$ cat src/design/afrf_pkg.sv
`timescale 1ns / 1ps
// ----------------------------------------------------------------------------
// afrf_pkg: shared types and constants of the frame receive filter
// Register indexes, the start delimiter, reset values of the control
// registers, the parser state encoding and the result record.
// ----------------------------------------------------------------------------
package afrf_pkg;

   localparam int unsigned ByteWidth   = 8;
   localparam int unsigned PosWidth    = 9;
   localparam int unsigned CsrIdxWidth = 2;

   localparam logic [ByteWidth-1:0] StartByte = 8'h7E;

   // Reset values of the control registers
   localparam logic [ByteWidth-1:0] MaxLenReset = 8'd84;
   localparam logic [ByteWidth-1:0] TypeAReset  = 8'h90;
   localparam logic [ByteWidth-1:0] TypeBReset  = 8'h91;

   // Fixed frame positions
   localparam logic [PosWidth-1:0] TypePos      = 9'd3;
   localparam logic [PosWidth-1:0] FirstBodyPos = 9'd4;
   localparam logic [PosWidth-1:0] LastOffset   = 9'd3;
   localparam logic [PosWidth-1:0] LenOffset    = 9'd4;

   // Control register indexes
   typedef enum logic [CsrIdxWidth-1:0] {
      CSR_MAX_LEN = 2'd0,
      CSR_TYPE_A  = 2'd1,
      CSR_TYPE_B  = 2'd2
   } csr_index_type;

   // Parser phase, one-hot
   typedef enum logic [4:0] {
      PH_HUNT   = 5'b00001,
      PH_LEN_HI = 5'b00010,
      PH_LEN_LO = 5'b00100,
      PH_TYPE   = 5'b01000,
      PH_BODY   = 5'b10000
   } phase_type;

   // Control register values seen by the parser
   typedef struct packed {
      logic [ByteWidth-1:0] max_data_length;
      logic [ByteWidth-1:0] accepted_type_a;
      logic [ByteWidth-1:0] accepted_type_b;
   } cfg_type;

   // One emitted frame byte
   typedef struct packed {
      logic [ByteWidth-1:0] frame_byte;
      logic [PosWidth-1:0]  position;
      logic [PosWidth-1:0]  frame_length;
      logic                 first_flag;
      logic                 last_flag;
   } result_type;

endpackage

$ cat src/design/afrf_if.sv
`timescale 1ns / 1ps
// ----------------------------------------------------------------------------
// afrf_if: channel interfaces of the frame receive filter
// Received byte channel and frame byte result channel, valid/ready each.
// ----------------------------------------------------------------------------
interface afrf_req_if;
   logic       valid;
   logic       ready;
   logic [7:0] rx_byte;

   modport source (output valid, output rx_byte, input ready);
   modport sink   (input valid, input rx_byte, output ready);
endinterface

interface afrf_rsp_if;
   logic       valid;
   logic       ready;
   logic [7:0] frame_byte;
   logic [8:0] position;
   logic [8:0] frame_length;
   logic       first_flag;
   logic       last_flag;

   modport source (output valid, output frame_byte, output position,
                   output frame_length, output first_flag, output last_flag,
                   input ready);
   modport sink   (input valid, input frame_byte, input position,
                   input frame_length, input first_flag, input last_flag,
                   output ready);
endinterface

$ cat src/design/api_frame_receive_filter.sv
`timescale 1ns / 1ps
// ----------------------------------------------------------------------------
// api_frame_receive_filter: start-delimited length frame receiver
// Hunts for 0x7E, reads a big-endian length and a type byte, and emits the
// kept frame bytes from the type byte through the checksum.
// ----------------------------------------------------------------------------
// The block takes one received byte per clock while results are taken and gives
// at most one frame byte per received byte. A byte passes the input register and
// the parser logic into the result register, which drives the result port; the
// sustained rate is one byte per cycle while the result channel does not stall.
// While a result waits, the input register holds the next byte and the input
// stalls until the result is taken. Header bytes and bytes of rejected frames
// give no result.
// A frame is kept when its type byte equals one of the two accepted types and
// its length field is at most the configured maximum; the checksum is passed
// through unchecked. Write the control registers only while the block is idle.
// ----------------------------------------------------------------------------
module api_frame_receive_filter
   import afrf_pkg::*;
(
   input  logic                   clock,
   input  logic                   reset,
   afrf_req_if.sink               req_if,
   afrf_rsp_if.source             rsp_if,
   input  logic                   csr_wr_en,
   input  logic [CsrIdxWidth-1:0] csr_index,
   input  logic [ByteWidth-1:0]   csr_wdata
);

   cfg_type              cfg;
   logic                 take;
   logic                 in_valid;
   logic [ByteWidth-1:0] in_byte;
   result_type           rsp_data;

   afrf_csr u_csr (
      .clock     (clock),
      .reset     (reset),
      .csr_wr_en (csr_wr_en),
      .csr_index (csr_index),
      .csr_wdata (csr_wdata),
      .cfg       (cfg)
   );

   afrf_in_stage u_in_stage (
      .clock       (clock),
      .reset       (reset),
      .req_valid   (req_if.valid),
      .req_rx_byte (req_if.rx_byte),
      .req_ready   (req_if.ready),
      .take        (take),
      .in_valid    (in_valid),
      .in_byte     (in_byte)
   );

   afrf_parser u_parser (
      .clock     (clock),
      .reset     (reset),
      .cfg       (cfg),
      .in_valid  (in_valid),
      .in_byte   (in_byte),
      .take      (take),
      .rsp_ready (rsp_if.ready),
      .rsp_valid (rsp_if.valid),
      .rsp_data  (rsp_data)
   );

   // Drive the result channel payload
   assign rsp_if.frame_byte   = rsp_data.frame_byte;
   assign rsp_if.position     = rsp_data.position;
   assign rsp_if.frame_length = rsp_data.frame_length;
   assign rsp_if.first_flag   = rsp_data.first_flag;
   assign rsp_if.last_flag    = rsp_data.last_flag;

endmodule

$ cat src/design/afrf_csr.sv
`timescale 1ns / 1ps
// ----------------------------------------------------------------------------
// afrf_csr: control registers
// Holds the length limit and the two accepted frame types.
// ----------------------------------------------------------------------------
module afrf_csr
   import afrf_pkg::*;
(
   input  logic                   clock,
   input  logic                   reset,
   input  logic                   csr_wr_en,
   input  logic [CsrIdxWidth-1:0] csr_index,
   input  logic [ByteWidth-1:0]   csr_wdata,
   output cfg_type                cfg
);

   cfg_type cfg_ff, cfg_in;

   // Decode the write; ignore unknown indexes
   always_comb begin
      cfg_in = cfg_ff;
      if (csr_wr_en) begin
         case (csr_index_type'(csr_index))
            CSR_MAX_LEN: cfg_in.max_data_length = csr_wdata;
            CSR_TYPE_A:  cfg_in.accepted_type_a = csr_wdata;
            CSR_TYPE_B:  cfg_in.accepted_type_b = csr_wdata;
            default:     cfg_in = cfg_ff;
         endcase
      end
   end

   always_ff @(posedge clock) begin
      if (reset) begin
         cfg_ff.max_data_length <= MaxLenReset;
         cfg_ff.accepted_type_a <= TypeAReset;
         cfg_ff.accepted_type_b <= TypeBReset;
      end else begin
         cfg_ff <= cfg_in;
      end
   end

   assign cfg = cfg_ff;

endmodule

$ cat src/design/afrf_in_stage.sv
`timescale 1ns / 1ps
// ----------------------------------------------------------------------------
// afrf_in_stage: input register
// Captures one received byte and holds it until the parser takes it.
// ----------------------------------------------------------------------------
module afrf_in_stage
   import afrf_pkg::*;
(
   input  logic                 clock,
   input  logic                 reset,
   input  logic                 req_valid,
   input  logic [ByteWidth-1:0] req_rx_byte,
   output logic                 req_ready,
   input  logic                 take,
   output logic                 in_valid,
   output logic [ByteWidth-1:0] in_byte
);

   logic                 valid_ff, valid_in;
   logic [ByteWidth-1:0] byte_ff;

   // Accept a byte when the register is empty or the held byte moves on in the same cycle
   assign req_ready = !valid_ff || take;

   always_comb begin
      if (req_valid && req_ready) begin
         valid_in = 1'b1;
      end else if (take) begin
         valid_in = 1'b0;
      end else begin
         valid_in = valid_ff;
      end
   end

   always_ff @(posedge clock) begin
      if (reset) begin
         valid_ff <= 1'b0;
      end else begin
         valid_ff <= valid_in;
      end
   end

   // Load the payload on each transaction
   always_ff @(posedge clock) begin
      if (req_valid && req_ready) begin
         byte_ff <= req_rx_byte;
      end
   end

   assign in_valid = valid_ff;
   assign in_byte  = byte_ff;

endmodule

$ cat src/design/afrf_parser.sv
`timescale 1ns / 1ps
// ----------------------------------------------------------------------------
// afrf_parser: frame parser and result register
// Walks the header, applies the type and length filter, and loads each kept
// frame byte into the result register.
// ----------------------------------------------------------------------------
module afrf_parser
   import afrf_pkg::*;
(
   input  logic                 clock,
   input  logic                 reset,
   input  cfg_type              cfg,
   input  logic                 in_valid,
   input  logic [ByteWidth-1:0] in_byte,
   output logic                 take,
   input  logic                 rsp_ready,
   output logic                 rsp_valid,
   output result_type           rsp_data
);

   phase_type            phase_ff, phase_in;
   logic                 len_hi_nz_ff, len_hi_nz_in;
   logic [ByteWidth-1:0] len_lo_ff, len_lo_in;
   logic [PosWidth-1:0]  index_ff, index_in;
   logic                 rsp_valid_ff, rsp_valid_in;
   result_type           result_ff, result_in;

   logic                 room;
   logic                 keep;
   logic [PosWidth-1:0]  last_pos;

   // Process a byte only when the result register has room
   assign room = !rsp_valid_ff || rsp_ready;
   assign take = in_valid && room;

   assign last_pos = {1'b0, len_lo_ff} + LastOffset;
   assign keep = ((in_byte == cfg.accepted_type_a) || (in_byte == cfg.accepted_type_b))
                 && !len_hi_nz_ff && (len_lo_ff <= cfg.max_data_length);

   // Next phase and result
   always_comb begin
      phase_in              = phase_ff;
      len_hi_nz_in          = len_hi_nz_ff;
      len_lo_in             = len_lo_ff;
      index_in              = index_ff;
      rsp_valid_in          = 1'b0;
      result_in.frame_byte  = in_byte;
      result_in.position    = index_ff;
      result_in.frame_length = {1'b0, len_lo_ff} + LenOffset;
      result_in.first_flag  = 1'b0;
      result_in.last_flag   = (index_ff == last_pos);
      case (phase_ff)
         PH_LEN_HI: begin
            len_hi_nz_in = (in_byte != '0);
            len_lo_in    = '0;
            phase_in     = PH_LEN_LO;
         end
         PH_LEN_LO: begin
            len_lo_in = in_byte;
            phase_in  = PH_TYPE;
         end
         PH_TYPE: begin
            result_in.position   = TypePos;
            result_in.first_flag = 1'b1;
            result_in.last_flag  = (len_lo_ff == '0);
            if (keep) begin
               rsp_valid_in = 1'b1;
               if (len_lo_ff == '0) begin
                  phase_in = PH_HUNT;
                  index_in = '0;
               end else begin
                  phase_in = PH_BODY;
                  index_in = FirstBodyPos;
               end
            end else begin
               phase_in = PH_HUNT;
               index_in = '0;
            end
         end
         PH_BODY: begin
            rsp_valid_in = 1'b1;
            if (index_ff == last_pos) begin
               phase_in = PH_HUNT;
               index_in = '0;
            end else begin
               index_in = index_ff + 1'b1;
            end
         end
         default: begin
            phase_in = (in_byte == StartByte) ? PH_LEN_HI : PH_HUNT;
            index_in = '0;
         end
      endcase
   end

   // Advance parser state on each processed byte
   always_ff @(posedge clock) begin
      if (reset) begin
         phase_ff     <= PH_HUNT;
         len_hi_nz_ff <= 1'b0;
         len_lo_ff    <= '0;
         index_ff     <= '0;
      end else if (take) begin
         phase_ff     <= phase_in;
         len_hi_nz_ff <= len_hi_nz_in;
         len_lo_ff    <= len_lo_in;
         index_ff     <= index_in;
      end
   end

   // Result valid: load when there is room, hold otherwise
   always_ff @(posedge clock) begin
      if (reset) begin
         rsp_valid_ff <= 1'b0;
      end else if (room) begin
         rsp_valid_ff <= take && rsp_valid_in;
      end
   end

   always_ff @(posedge clock) begin
      if (take && rsp_valid_in) begin
         result_ff <= result_in;
      end
   end

   assign rsp_valid = rsp_valid_ff;
   assign rsp_data  = result_ff;

endmodule

$ cat src/flat_wrapper.sv
// flat-port wrapper written by rule: the top's interface ports become plain ports
module api_frame_receive_filter_flat import afrf_pkg::*;
  (clock, reset, csr_wr_en, csr_index, csr_wdata, req_if_valid, req_if_rx_byte, req_if_ready, rsp_if_valid, rsp_if_frame_byte, rsp_if_position, rsp_if_frame_length, rsp_if_first_flag, rsp_if_last_flag, rsp_if_ready);
  afrf_req_if req_if_i ();
  afrf_rsp_if rsp_if_i ();
  input  logic clock;
  input  logic reset;
  input  logic csr_wr_en;
  input  logic [CsrIdxWidth-1:0] csr_index;
  input  logic [ByteWidth-1:0] csr_wdata;
  input wire logic [$bits(req_if_i.valid)-1:0] req_if_valid;
  input wire logic [$bits(req_if_i.rx_byte)-1:0] req_if_rx_byte;
  output wire logic [$bits(req_if_i.ready)-1:0] req_if_ready;
  output wire logic [$bits(rsp_if_i.valid)-1:0] rsp_if_valid;
  output wire logic [$bits(rsp_if_i.frame_byte)-1:0] rsp_if_frame_byte;
  output wire logic [$bits(rsp_if_i.position)-1:0] rsp_if_position;
  output wire logic [$bits(rsp_if_i.frame_length)-1:0] rsp_if_frame_length;
  output wire logic [$bits(rsp_if_i.first_flag)-1:0] rsp_if_first_flag;
  output wire logic [$bits(rsp_if_i.last_flag)-1:0] rsp_if_last_flag;
  input wire logic [$bits(rsp_if_i.ready)-1:0] rsp_if_ready;
  assign req_if_i.valid = req_if_valid;
  assign req_if_i.rx_byte = req_if_rx_byte;
  assign req_if_ready = req_if_i.ready;
  assign rsp_if_valid = rsp_if_i.valid;
  assign rsp_if_frame_byte = rsp_if_i.frame_byte;
  assign rsp_if_position = rsp_if_i.position;
  assign rsp_if_frame_length = rsp_if_i.frame_length;
  assign rsp_if_first_flag = rsp_if_i.first_flag;
  assign rsp_if_last_flag = rsp_if_i.last_flag;
  assign rsp_if_i.ready = rsp_if_ready;
  api_frame_receive_filter u_core (.clock(clock), .reset(reset), .req_if(req_if_i), .rsp_if(rsp_if_i), .csr_wr_en(csr_wr_en), .csr_index(csr_index), .csr_wdata(csr_wdata));
endmodule
$ cat config.mk
export PLATFORM = sky130hd
export DESIGN_NAME = api_frame_receive_filter_flat
export DESIGN_NICKNAME = d
export VERILOG_FILES = /design/src/design/afrf_pkg.sv /design/src/design/afrf_if.sv /design/src/design/api_frame_receive_filter.sv /design/src/design/afrf_csr.sv /design/src/design/afrf_in_stage.sv /design/src/design/afrf_parser.sv /design/src/flat_wrapper.sv
export SDC_FILE = /design/constraint.sdc
export NUM_CORES = 1
export LEC_CHECK = 0
export BUFFER_PORTS_ARGS = -buffer_cell sky130_fd_sc_hd__buf_2
export CORE_UTILIZATION = 50
export DETAILED_ROUTE_END_ITERATION = 10
export HOLD_SLACK_MARGIN = 0.15
export PLACE_DENSITY_LB_ADDON = 0.05
export SETUP_SLACK_MARGIN = 0.3
export SLEW_MARGIN = 20
export SYNTH_ARGS = -nofsm -noshare
export SYNTH_HDL_FRONTEND = slang
export SYNTH_SLANG_ARGS = --single-unit
$ cat constraint.sdc
create_clock -name clock -period 4.9 [get_ports clock]
set_clock_uncertainty 0.1 [all_clocks]
set_input_delay 0.49 -clock clock [delete_from_list [all_inputs] [get_ports clock]]
set_output_delay 0.49 -clock clock [all_outputs]
set_load 0.02 [all_outputs]
* After elaboration in Yosys (flattened, before gate mapping)
Cells that the tools add are included.
** Storage, ports and cells
- Bits in registers :: 85
- Bits of input ports :: 23
- Output and inout port bits :: 30
- Word-level logic and storage cells :: 70
** Cells by class
- Add/subtract/negate cells :: 3
- Magnitude comparators :: 1
- Eq/ne operators :: 11
- Mux-type cells :: 15
- Bitwise logic cells :: 1
- Reductions and logical operators :: 24
** Operators with widths (count)
- 9-bit case mux with 3 select lines :: 1
- 5-bit case mux with 4 select lines :: 1
- 9-bit 2-to-1 mux :: 2
- 8-bit == test :: 2
- 8-bit case mux with 2 select lines :: 1
- 5-bit 2-to-1 mux :: 3
- 2-bit AND reduction :: 7
- 8-bit by 2-bit adder with 9-bit output (second input constant) :: 1
- 8-bit by 3-bit adder with 9-bit output (second input constant) :: 1
- 9-bit by 1-bit adder with 9-bit output (second input constant) :: 1
- 9-bit == test :: 1
- 8-bit by 7-bit == test with 1-bit output (second input constant) :: 1
- 8-bit <= comparator :: 1
- 8-bit zero test :: 1
- 8-bit nonzero test :: 1
- 5-bit by 2-bit == test with 1-bit output (second input constant) :: 1
- 5-bit by 3-bit == test with 1-bit output (second input constant) :: 1
- 5-bit by 4-bit == test with 1-bit output (second input constant) :: 1
- 5-bit == test (second input constant) :: 1
- 1-bit logical AND :: 5
- 2-bit 2-to-1 mux :: 2
- 2-bit nonzero test :: 2
- 1-bit zero test :: 3
- 1-bit logical OR :: 3
- other kinds (9) :: 11

* Logic depth before layout (Yosys ltp)
Gate-level depths: netlist (run 1).
- Word-level depth :: 7
- Gate-level depth with buffers :: 10
- Depth with buffers taken out :: 9

* Cells and area by module
A second synthesis (run 1) with hierarchy kept.
** Second synthesis, totals
- Cell total of the unflattened synthesis :: 382
- Area, all modules :: 4092.7 µm²
** By module, submodules not included
- afrf_parser :: times used 1, cells each 274, area an instance 2806.4 µm², seq. area each 1321.3 µm²
- afrf_csr :: times used 1, cells each 95, area an instance 991.0 µm², seq. area each 480.5 µm²
- afrf_in_stage :: times used 1, cells each 13, area an instance 295.3 µm², seq. area each 260.2 µm²

* Worst setup path after synthesis (run 1)
No wires, ideal clock.
- Kind :: register to register
- Start point :: register u_core.u_parser.len_lo_ff[1]
- End point :: register u_core.u_parser.result_ff, in the netlist u_core.u_parser.rsp_data[0] (enable)
- Setup time :: 0.424 ns
- Arrival :: 2.663 ns
- Required time :: 4.376 ns
- Slack :: 1.712 ns
- Cell stages (with the launch flop) :: 8
- Path buffers :: 0
- Clock period less this slack :: 3.188 ns
- Path through :: dfxtp_1 ha_1 nor2b_1 o211ai_1 a21oi_1 o22ai_1 nand3b_1 a21oi_1
** Between the ends
- Longest elaborated chain between the ends :: 5
** Ends and longest elaborated chain
- from (decl) :: RTL line afrf_parser.sv:23 : logic [ByteWidth-1:0] len_lo_ff, len_lo_in;
- from (signal assigned) :: RTL line afrf_parser.sv:106 : len_lo_ff <= len_lo_in;
- 8-bit <= comparator :: RTL line afrf_parser.sv:38 : && !len_hi_nz_ff && (len_lo_ff <= cfg.max_data_length);
- 1-bit logical AND :: RTL line afrf_parser.sv:38
- 1-bit 2-to-1 mux :: RTL line afrf_parser.sv:66 : if (keep) begin
- 1-bit case mux with 2 select lines :: RTL line afrf_parser.sv:52 : case (phase_ff)
- 1-bit logical AND :: RTL line afrf_parser.sv:121 : if (take && rsp_valid_in) begin
- to (signal assigned) :: RTL line afrf_parser.sv:122 : result_ff <= result_in;
- to (decl) :: RTL line afrf_parser.sv:26 : result_type result_ff, result_in;
No other way between the ends.
A chain may end at the register's enable or synchronous reset.

* Final worst setup path (run 1)
- Start point :: register u_core.u_parser.len_lo_ff[0]
- End point :: register u_core.u_parser.index_ff[4]
** Between the ends
- Longest elaborated chain between the ends :: 4
** Ends and longest elaborated chain
- 8-bit by 2-bit adder with 9-bit output :: RTL line afrf_parser.sv:36 : assign last_pos = {1'b0, len_lo_ff} + LastOffset;
- 9-bit == test :: RTL line afrf_parser.sv:82 : if (index_ff == last_pos) begin
- 9-bit 2-to-1 mux :: RTL line afrf_parser.sv:82
- 9-bit case mux with 3 select lines :: RTL line afrf_parser.sv:52
- to (signal assigned) :: RTL line afrf_parser.sv:107 : index_ff <= index_in;
- to (decl) :: RTL line afrf_parser.sv:24 : logic [PosWidth-1:0] index_ff, index_in;
No other way between the ends.

==> reports/metrics.cfg, run 1 <==
[status]
outcome=finished clean

[cells_and_area]
diodes=0
area_growth_pct=13.24
regArea_mm2=0.002062
multi_input_area_mm2=0.001749
drive_above_1_share_pct=18.14
fillCellCount=709
final_common_cell=nor2_1
nets=471
most-common-layout-cells=nor2_1, buf_2, dfxtp_1

[synthesis]
synthAdderAreaFrac_pct=3.793
ys_seq_elements=85
synth_compound_area_share_pct=10.71
seq_area_frac_synth_pct=52.09
synth-edff-count=36
avgSynthCellArea_um2=10.20
synth_area_mm2=0.003959
syn-num-nets=423
async_flop_share_pct=0
synth-xor-area-share_pct=7.522
ys_types=47
syn_inst=388
muxShareOfSynthArea_pct=3.603
synth_top_family_by_area=simple AND/OR/NAND/NOR gates
yosys_warnings=0
synthSimpleGateAreaFrac_pct=18.46
ys.flop_type=dfxtp_1

[global_route]
grt_overflow_total=0
grt_pass1_wl_mm=13.39
track_usage_pct=20.76
first_global_vias=2720
antenna_found_initial=0
grt_max_degree=51

[worst_setup_path]
crit_slowest_cell=a41oi_2
cp_top_family=simple AND/OR/NAND/NOR gates
start_kind=register
rr_worst_depth=9
crit_fanout=13
r2r_slack_ps=2020
reg2reg_from=u_core.u_parser.len_lo_ff[0]
reg2reg_to=u_core.u_parser.index_ff[4]
worstPathCellList=inv_1 > ha_1 > nand4b_1 > xnor2_1 > nor4_4 > a41oi_2 > nand2_1 > or3_1 > a31oi_1
path_buf_inv=1
cp_slowest_stage_delay_ps=540
cp.arrival_ps=3050
worst_setup_path_end_kind=register
cp.required_ps=5070
path_class=reg2reg

[timing]
whs_ps=201.5
finalCritPeriodShare_pct=58.82
max_freq_mhz=347.0
period_needed_ps=2882
rsz0062_at_grt=no
worstMarginPinSlew_ps=920.2
setup_viol=0
hold_violations=0
tns_ps=0
slew_headroom_pct=38.65
finalMaxSlewViolations=0

[worst_hold_path]
hp-start=req_if_rx_byte[5]
min_path_type=in2reg
hold_end=u_core.u_in_stage.in_byte[5]
hold_depth=1

[clocking]
cts_tree=yes
path_clk_slew_ps=100
cts_setup_buffers=0
cts_sinks=85
htree_levels=3
cts_resized=0
cts_root_buffer=clkbuf_8
clk_latency_ps=360
cts_made_buffers=9
clockBufferDepth=2
hold_buffers=0

[pwr]
p_comb_share_pct=5.0
power_frac_seq_pct=58.2
clock_power_share_pct=36.8
power_density_mw_per_mm2=293.8
p_int_uw=980.9
p_switching_uw=336.2
ir_drop_mv=0.1581
p_leak_uw=0.001664
sw_frac_of_total_pct=25.53

[routing]
num_vias=2906
initialDrtViolationCount=137
ant_nets=0
drt-pass1-iter-count=6
drc=0
vias_per_cell=5.352
routedWlPerCell_um=14.85
wl_mm=8.062

[place]
portBuffers=52
gp_congestion=0.8003
place_hpwl_mm=5.837

[die]
die_w_um=90.98
row_count=32
die_area_mm2=0.008277
coreArea_mm2=0.007687
start_util_pct=51.50
die_h_um=90.98
io_pins=53

[flow_run]
maxCapViolCount=0

## per-stage QoR
stage / worst slack [ps] / std cells / power [µW] / util, % / area (µm²)
2_1_floorplan: 1712 / 388 / 821.9 / - / 3959
3_3_place_gp: 2087 / 527 / 846.7 / 55.75 / 4285
3_5_place_dp: 2044 / 527 / 848.7 / 55.75 / 4285
4_1_cts: 2004 / 543 / 1332 / 58.32 / 4483
5_1_grt: 1679 / 543 / 1374 / 58.32 / 4483
6_report: 2018 / 543 / 1317 / 58.32 / 4483
## worst reg2reg max path: cells and delay by family (launching register included)
kind                       cells  cell delay (ps)
DFF                            1              430
AOI/OAI and AO/OA              2              690
buffers and inverters          1               90
xor gates and xnor gates       1              270
adders and majority gates      1              270
and+or+nand+nor                4              940
## state kept, by name, summed over array words and instances (netlist names)
signal and count:
u_core.u_parser.rsp_valid 1, u_core.u_parser.index_ff 9, u_core.u_parser.len_lo_ff 8, u_core.u_in_stage.in_valid 1
u_core.u_parser.rsp_data 28, u_core.u_csr.cfg 24, u_core.u_in_stage.in_byte 8, u_core.u_parser.len_hi_nz_ff 1
u_core.u_parser.phase_ff 5
## worst max-delay path by stage
stage | from | endpoint | slack, ps | cells after the start
after global routing | u_core.u_parser.len_lo_ff[0] | u_core.u_parser.index_ff[6] | 1680 | 9
after CTS | u_core.u_parser.len_lo_ff[0] | u_core.u_parser.index_ff[4] | 2000 | 9
after detailed placement | u_core.u_parser.len_lo_ff[0] | u_core.u_parser.index_ff[4] | 2040 | 9
after floorplan | u_core.u_parser.len_lo_ff[1] | u_core.u_parser.rsp_data[0] | 1710 | 7
final | u_core.u_parser.len_lo_ff[0] | u_core.u_parser.index_ff[4] | 2020 | 9
after global placement | u_core.u_parser.len_lo_ff[0] | u_core.u_parser.index_ff[4] | 2090 | 9
## power by group through the flow
stage               clock, µW  sequential [µW]  combinational, µW
finish                    485              766               65.6
CTS                       500              767               66.2
detailed placement          0              783               65.7
global placement            0              782               64.4
floorplan                   0              776               45.9
global route              532              769               73.3
## Yosys cell counts (6+ instances only)
master / instances / area share [%]
nor2_1: 53 / 5.0
dfxtp_1: 49 / 25
edfxtp_1: 36 / 27
xnor2_1: 27 / 6.0
nand2_1: 23 / 2.2
a21oi_1: 22 / 2.8
inv_1: 19 / 1.8
nand3_1: 13 / 1.6
ha_1: 12 / 3.8
mux2i_1: 12 / 3.0
clkbuf_1: 11 / 1.0
and2_1: 9 / 1.4
nand4_1: 9 / 1.4
a211o_1: 8 / 1.8
a22oi_1: 8 / 1.5
or3_1: 7 / 1.1
xor2_1: 7 / 1.5
o21ai_0: 6 / 0.76
## logic make-up after synthesis
kind of cell | count (synthesis)
flops | 85
fa+ha+maj | 12
compound gates | 63
xor+xnor | 34
simple gates | 144
buf+inv | 36
mux | 14
## routing by layer
metal	GRT usage, %	part of all wire, %	routed length, µm	vias up
met5	0	0	0	-
met4	7.407	1.4	115	0
met3	4.104	3.6	289	7
met2	33.08	46	3740	69
met1	28.14	49	3916	1363
li1	-	-	-	1467
## final cells by class
class	count	share of cell area, %
sequential	85	46.00
multi-input combinational	267	39.02
timing repair buffer	54	6.140
tap	102	2.847
clock buffer	9	2.763
clock inverter	7	1.647
inverter	19	1.591
No activity file was read; power rests on OpenSTA's default activity.
==> run 2: changes to the inputs <==
==> constraint.sdc (replaced) <==
create_clock -name clock -period 2.35 [get_ports clock]
set_clock_uncertainty 0.1 [all_clocks]
set_input_delay 0.235 -clock clock [delete_from_list [all_inputs] [get_ports clock]]
set_output_delay 0.235 -clock clock [all_outputs]
set_load 0.02 [all_outputs]
==> run 2 against run 1 <==
Compared with the run above: final area grew 11%; highest routed layer unchanged; sequential power grew 110%; via count grew 7.8%; flip-flop and latch count is the same; combinational power grew to 2.8 times the previous value; die area is the same; setup slack lost 2000 ps.
==> reports/metrics.cfg, run 2 (synthesized netlist as in run 1, its figures left out) <==
[die]
row_count=32  ; unchanged
die_h_um=90.98  ; unchanged
start_util_pct=51.50  ; unchanged
io_pins=53  ; unchanged
coreArea_mm2=0.007687  ; unchanged
die_w_um=90.98  ; unchanged
die_area_mm2=0.008277  ; unchanged

[global_route]
grt_pass1_wl_mm=14.93  ; was 13.39 mm
antenna_found_initial=0  ; unchanged
grt_overflow_total=0  ; unchanged
first_global_vias=3001  ; was 2720
grt_max_degree=34  ; was 51
track_usage_pct=23.50  ; was 20.76%

[routing]
routedWlPerCell_um=15.43  ; was 14.85 µm
num_vias=3133  ; was 2906
vias_per_cell=5.356  ; was 5.352
initialDrtViolationCount=177  ; was 137
drt-pass1-iter-count=5  ; was 6
drc=0  ; unchanged
ant_nets=0  ; unchanged
wl_mm=9.025  ; was 8.062 mm

[pwr]
ir_drop_mv=0.2594  ; was 0.1581 mV
power.total_uw=2827  ; was 1317 µW
p_leak_uw=0.001926  ; was 0.001664 µW
power_density_mw_per_mm2=567.3  ; was 293.8 mW/mm²

[place]
gp_congestion=0.7832  ; was 0.8003
place_hpwl_mm=6.228  ; was 5.837 mm
portBuffers=52  ; unchanged
dp.cells=546  ; was 527
post_dp_cell_area_mm2=0.004494  ; was 0.004285 mm²

[clocking]
clk_latency_ps=360  ; about the same
cts_sinks=85  ; unchanged
clockBufferDepth=2  ; unchanged
path_clk_slew_ps=90  ; was 100 ps
cts_root_buffer=clkbuf_8  ; unchanged
htree_levels=3  ; unchanged
cts_tree=yes  ; unchanged
cts_made_buffers=9  ; unchanged

[timing]
rsz0062_at_grt=yes  ; was no
max_freq_mhz=433.6  ; was 347.0 MHz
worstMarginPinSlew_ps=652.7  ; was 920.2 ps
setup_viol=0  ; unchanged
finalMaxSlewViolations=0  ; unchanged
hold_violations=0  ; unchanged
finalCritPeriodShare_pct=98.14  ; was 58.82%
whs_ps=278.8  ; was 201.5 ps
period_needed_ps=2306  ; was 2882 ps
slew_headroom_pct=56.49  ; was 38.65%

[flow_run]
maxCapViolCount=0  ; unchanged

[status]
outcome=finished clean  ; unchanged

[cells_and_area]
largest_reg_flops=28  ; unchanged
drive_above_1_share_pct=24.84  ; was 18.14%
diodes=0  ; unchanged
area_growth_pct=25.88  ; was 13.24%
most-common-layout-cells=nor2_1, buf_2, dfxtp_1  ; unchanged
final_area_mm2=0.004984  ; was 0.004483 mm²
nets=513  ; was 471
stdcell_count=585  ; was 543
final_common_cell=nor2_1  ; unchanged

[worst_setup_path]
crit_fanout=7  ; was 13
worst_setup_path_end_kind=register  ; unchanged
cp.arrival_ps=2470  ; was 3050 ps
reg2reg_to=u_core.u_parser.index_ff[2]  ; was u_core.u_parser.index_ff[4]
path_class=reg2reg  ; unchanged
rr_worst_depth=9  ; unchanged
reg2reg_from=u_core.u_parser.len_lo_ff[1]  ; was u_core.u_parser.len_lo_ff[0]
start_kind=register  ; unchanged
cp.required_ps=2520  ; was 5070 ps
r2r_slack_ps=40  ; was 2020 ps
startpoint=u_core.u_parser.len_lo_ff[1]  ; was u_core.u_parser.len_lo_ff[0]
crit_end=u_core.u_parser.index_ff[2]  ; was u_core.u_parser.index_ff[4]

[worst_hold_path]
min_path_type=in2reg  ; unchanged

==> run 2: stage by stage <==
stage | util, % | worst slack, ps | setup TNS [ps]
2_1_floorplan | - | 66.36 | 0
3_3_place_gp | 58.46 | 36.79 | 0
3_5_place_dp | 58.46 | -21.05 | -35.90
4_1_cts | 64.45 | 94.30 | 0
5_1_grt | 64.83 | -85.60 | -433.3
6_report | 64.83 | 43.77 | 0
==> run 2: timing repair <==
item                                    in CTS  in global routing
hold endpoints to repair                    33                  0
pin swaps                                   13                  1
endpoints found under the setup margin      41                 42
hold buffers                                19                  0
resized for setup                            9                  7
setup buffers                                4                  0
==> run 2: how the worst min path moves through the flow <==
stage | slack (ps) | cells past startpoint | from | endpoint
floorplan | 230 | 0 | req_if_rx_byte[0] | u_core.u_in_stage.in_byte[0]
finish | 280 | 2 | reset | u_core.u_parser.index_ff[1]
detailed placement | 310 | 1 | req_if_rx_byte[7] | u_core.u_in_stage.in_byte[7]
global route | 310 | 2 | reset | u_core.u_csr.cfg[8]
CTS | 250 | 2 | reset | u_core.u_csr.cfg[10]
global placement | 310 | 1 | req_if_rx_byte[5] | u_core.u_in_stage.in_byte[5]
==> run 2: worst max-delay path, cell delays in order, from the launching register on <==
cell	delay, ps
dfxtp_4	370
inv_2	40
ha_4	160
nand4b_1	240
xnor2_2	220
nor4_4	60
a41oi_4	340
a21oi_1	110
mux2_4	280
a221oi_4	280
==> run 2: power by group <==
part,internal (µW),switching [µW]
clock,503,549
combinational,96.3,88.4
sequential,1560,32.1
==> run 2: cell type report <==
type,instances,area (µm²)
Timing Repair Buffer,96,670.6
Clock inverter,6,72.57
Clock buffer,10,127.6
Multi-Input combinational cell,267,1839
Fill cell,651,2704
Tap cell,102,127.6
Sequential cell,85,2074
Inverter,19,71.32
==> run 2: metal layers <==
layer | GRT usage (%) | vias to the layer above | routed length [µm]
met5 | 0 | - | 0
li1 | - | 1561 | -
met3 | 3.015 | 16 | 333
met2 | 37.44 | 91 | 4246
met4 | 8.862 | 0 | 142
met1 | 32.76 | 1465 | 4303
==> run 3: changes to the inputs <==
==> constraint.sdc (replaced) <==
create_clock -name clock -period 2.51 [get_ports clock]
set_clock_uncertainty 0.1 [all_clocks]
set_input_delay 0.251 -clock clock [delete_from_list [all_inputs] [get_ports clock]]
set_output_delay 0.251 -clock clock [all_outputs]
set_load 0.02 [all_outputs]
==> run 3 against run 2 <==
Compared with the run above: the run now ends with design-rule violations left; flip-flop and latch count unchanged; utilization is 0.37 points lower; first-iteration DRC count is 4.0% lower; routed wire length rose by 1.2%; register-to-register slack better by 170 ps; combinational power is 12% lower; via count increased by 0.70%; non-clock buffer count shrank 6; final area is 0.58% lower; setup slack better by 170 ps; count of clock-buffer cells in the layout shrank 1; critical endpoint is now u_core.u_parser.phase_ff[4]; largest power group unchanged; highest routed layer unchanged.
==> reports/metrics.cfg, run 3 (synthesized netlist as in run 1, its figures left out) <==
[die]
coreArea_mm2=0.007687  ; unchanged
die_area_mm2=0.008277  ; unchanged
row_count=32  ; unchanged
die_w_um=90.98  ; unchanged
die_h_um=90.98  ; unchanged
io_pins=53  ; unchanged
start_util_pct=51.50  ; unchanged

[place]
place_hpwl_mm=6.226  ; was 6.228 mm
portBuffers=52  ; unchanged
gp_congestion=0.8225  ; was 0.7832
post_dp_cell_area_mm2=0.004412  ; was 0.004494 mm²

[worst_setup_path]
cp_slowest_stage_delay_ps=540  ; was 370 ps
cp_common_cell=a21oi_1
path_class=reg2reg  ; unchanged
r2r_slack_ps=210  ; was 40 ps
cp.arrival_ps=2470  ; about the same
start_kind=register  ; unchanged
crit_slowest_cell=or4_1  ; was dfxtp_4
crit_fanout=5  ; was 7
worstPathCellList=buf_4 > ha_4 > nor2b_1 > o211ai_1 > a21oi_1 > o22ai_1 > nand3b_1 > or4_1 > a21oi_1  ; was inv_2 > ha_4 > nand4b_1 > xnor2_2 > nor4_4 > a41oi_4 > a21oi_1 > mux2_4 > a221oi_4
cp.required_ps=2690  ; was 2520 ps
worst_setup_path_end_kind=register  ; unchanged

[global_route]
first_global_vias=3130  ; was 3001
grt_pass1_wl_mm=14.94  ; was 14.93 mm
antenna_found_initial=0  ; unchanged
grt_max_degree=51  ; was 34
grt_overflow_total=0  ; unchanged
track_usage_pct=23.47  ; was 23.50%

[clocking]
cts_root_buffer=clkbuf_8  ; unchanged
cts_sinks=85  ; unchanged
htree_levels=3  ; unchanged
path_clk_slew_ps=80  ; was 90 ps
clk_latency_ps=360  ; about the same
cts_tree=yes  ; unchanged
clockBufferDepth=2  ; unchanged
cts_made_buffers=9  ; unchanged

[worst_hold_path]
min_path_type=in2reg  ; unchanged

[routing]
wl_mm=9.130  ; was 9.025 mm
drt-pass1-iter-count=9  ; was 5
ant_nets=0  ; unchanged
routedWlPerCell_um=15.77  ; was 15.43 µm
initialDrtViolationCount=170  ; was 177
num_vias=3155  ; was 3133
drc=1  ; was 0
vias_per_cell=5.449  ; was 5.356

[timing]
worstMarginPinSlew_ps=951.4  ; was 652.7 ps
rsz0062_at_grt=yes  ; unchanged
setup_viol=0  ; unchanged
slew_headroom_pct=36.57  ; was 56.49%
finalCritPeriodShare_pct=91.44  ; was 98.14%
hold_violations=0  ; unchanged
period_needed_ps=2295  ; was 2306 ps
finalMaxSlewViolations=0  ; unchanged
tns_ps=0  ; unchanged
max_freq_mhz=435.7  ; was 433.6 MHz

[cells_and_area]
nets=507  ; was 513
area_growth_pct=25.16  ; was 25.88%
final_area_mm2=0.004955  ; was 0.004984 mm²
most-common-layout-cells=nor2_1, buf_2, dfxtp_1  ; unchanged
diodes=0  ; unchanged
regArea_mm2=0.002079  ; was 0.002074 mm²
multi_input_area_mm2=0.001876  ; was 0.001839 mm²
largest_reg_flops=28  ; unchanged
final_common_cell=nor2_1  ; unchanged
drive_above_1_share_pct=25.58  ; was 24.84%
fillCellCount=648  ; was 651

[pwr]
ir_drop_mv=0.2505  ; was 0.2594 mV
p_leak_uw=0.001871  ; was 0.001926 µW
power_density_mw_per_mm2=529.4  ; was 567.3 mW/mm²
power.total_uw=2623  ; was 2827 µW

[status]
outcome=finished with violations  ; was finished clean
violations=design-rule violations

[flow_run]
maxCapViolCount=0  ; unchanged

-- run 3: changes by cell type in the layout (fill, tap and decap cells not counted), moves of 2 or more --
cell | before | now
buf_6 | 2 | 0
dfxtp_1 | 43 | 41
dlygate4sd3_1 | 19 | 17
inv_2 | 3 | 1
xnor2_1 | 26 | 24
xnor2_2 | 1 | 3
xor2_1 | 7 | 5
xor2_2 | 0 | 2
-- run 3: worst max-delay path, delay by kind of cell (launching register included) --
kind / cells / cell delay [ps]
buffers and inverters: 1 / 160
AND/OR/NAND/NOR: 3 / 900
flip-flops: 1 / 360
AO/OA/AOI/OAI: 4 / 500
adder cells (fa/ha/maj): 1 / 210
-- run 3: metal layers --
metal  up-vias  track usage (%)  wire (µm)
li1       1544                -          -
met4         0            10.71        192
met5         -                0          0
met1      1491            30.65       4037
met2       104            38.19       4283
met3        16            3.936        617
-- run 3: worst paths after layout --
| check | from | to | depth (start not counted) |
|---|---|---|---|
| worst min register to register | u_core.u_parser.len_hi_nz_ff | u_core.u_parser.len_hi_nz_ff | 2 |
| worst min-delay path | rsp_if_ready | u_core.u_in_stage.in_valid | 4 |
| worst max-delay path | u_core.u_parser.len_lo_ff[1] | u_core.u_parser.phase_ff[4] | 9 |
| worst max register to register | u_core.u_parser.len_lo_ff[1] | u_core.u_parser.phase_ff[4] | 9 |
-- run 3: metrics by stage --
stage	cells	hold slack [ps]	utilization, %	worst slack, ps
after floorplan	388	249.9	-	226.2
after CTS	577	159.6	63.51	193.3
after global placement	539	328.0	57.39	136.8
final	579	158.2	64.45	214.8
after detailed placement	539	329.8	57.39	69.83
after global routing	579	193.5	64.45	130.4
-- run 3: power by group --
group | internal (µW) | switching [µW]
Combinational | 83.4 | 78.7
Sequential | 1460 | 31.3
Clock | 463 | 508
Total | 2000 | 618
-- run 3: cell type report --
| class | count | area share (%) |
|---|---|---|
| clock buffers | 9 | 2.500 |
| multi-input cells | 267 | 37.85 |
| well taps | 102 | 2.576 |
| repair buffers | 90 | 12.12 |
| inverters | 19 | 1.490 |
| flip-flops and latches | 85 | 41.97 |
| clock inverters | 7 | 1.490 |
-- run 3: what timing repair did --
| action | 4_1_cts | 5_1_grt |
|---|---|---|
| buffers inserted | 5 | 2 |
| endpoints found under the setup margin | 38 | 41 |
| hold endpoints to repair | 28 | 0 |
| pin swaps | 18 | 8 |
| resized for setup | 15 | 12 |
| hold buffers | 17 | 0 |
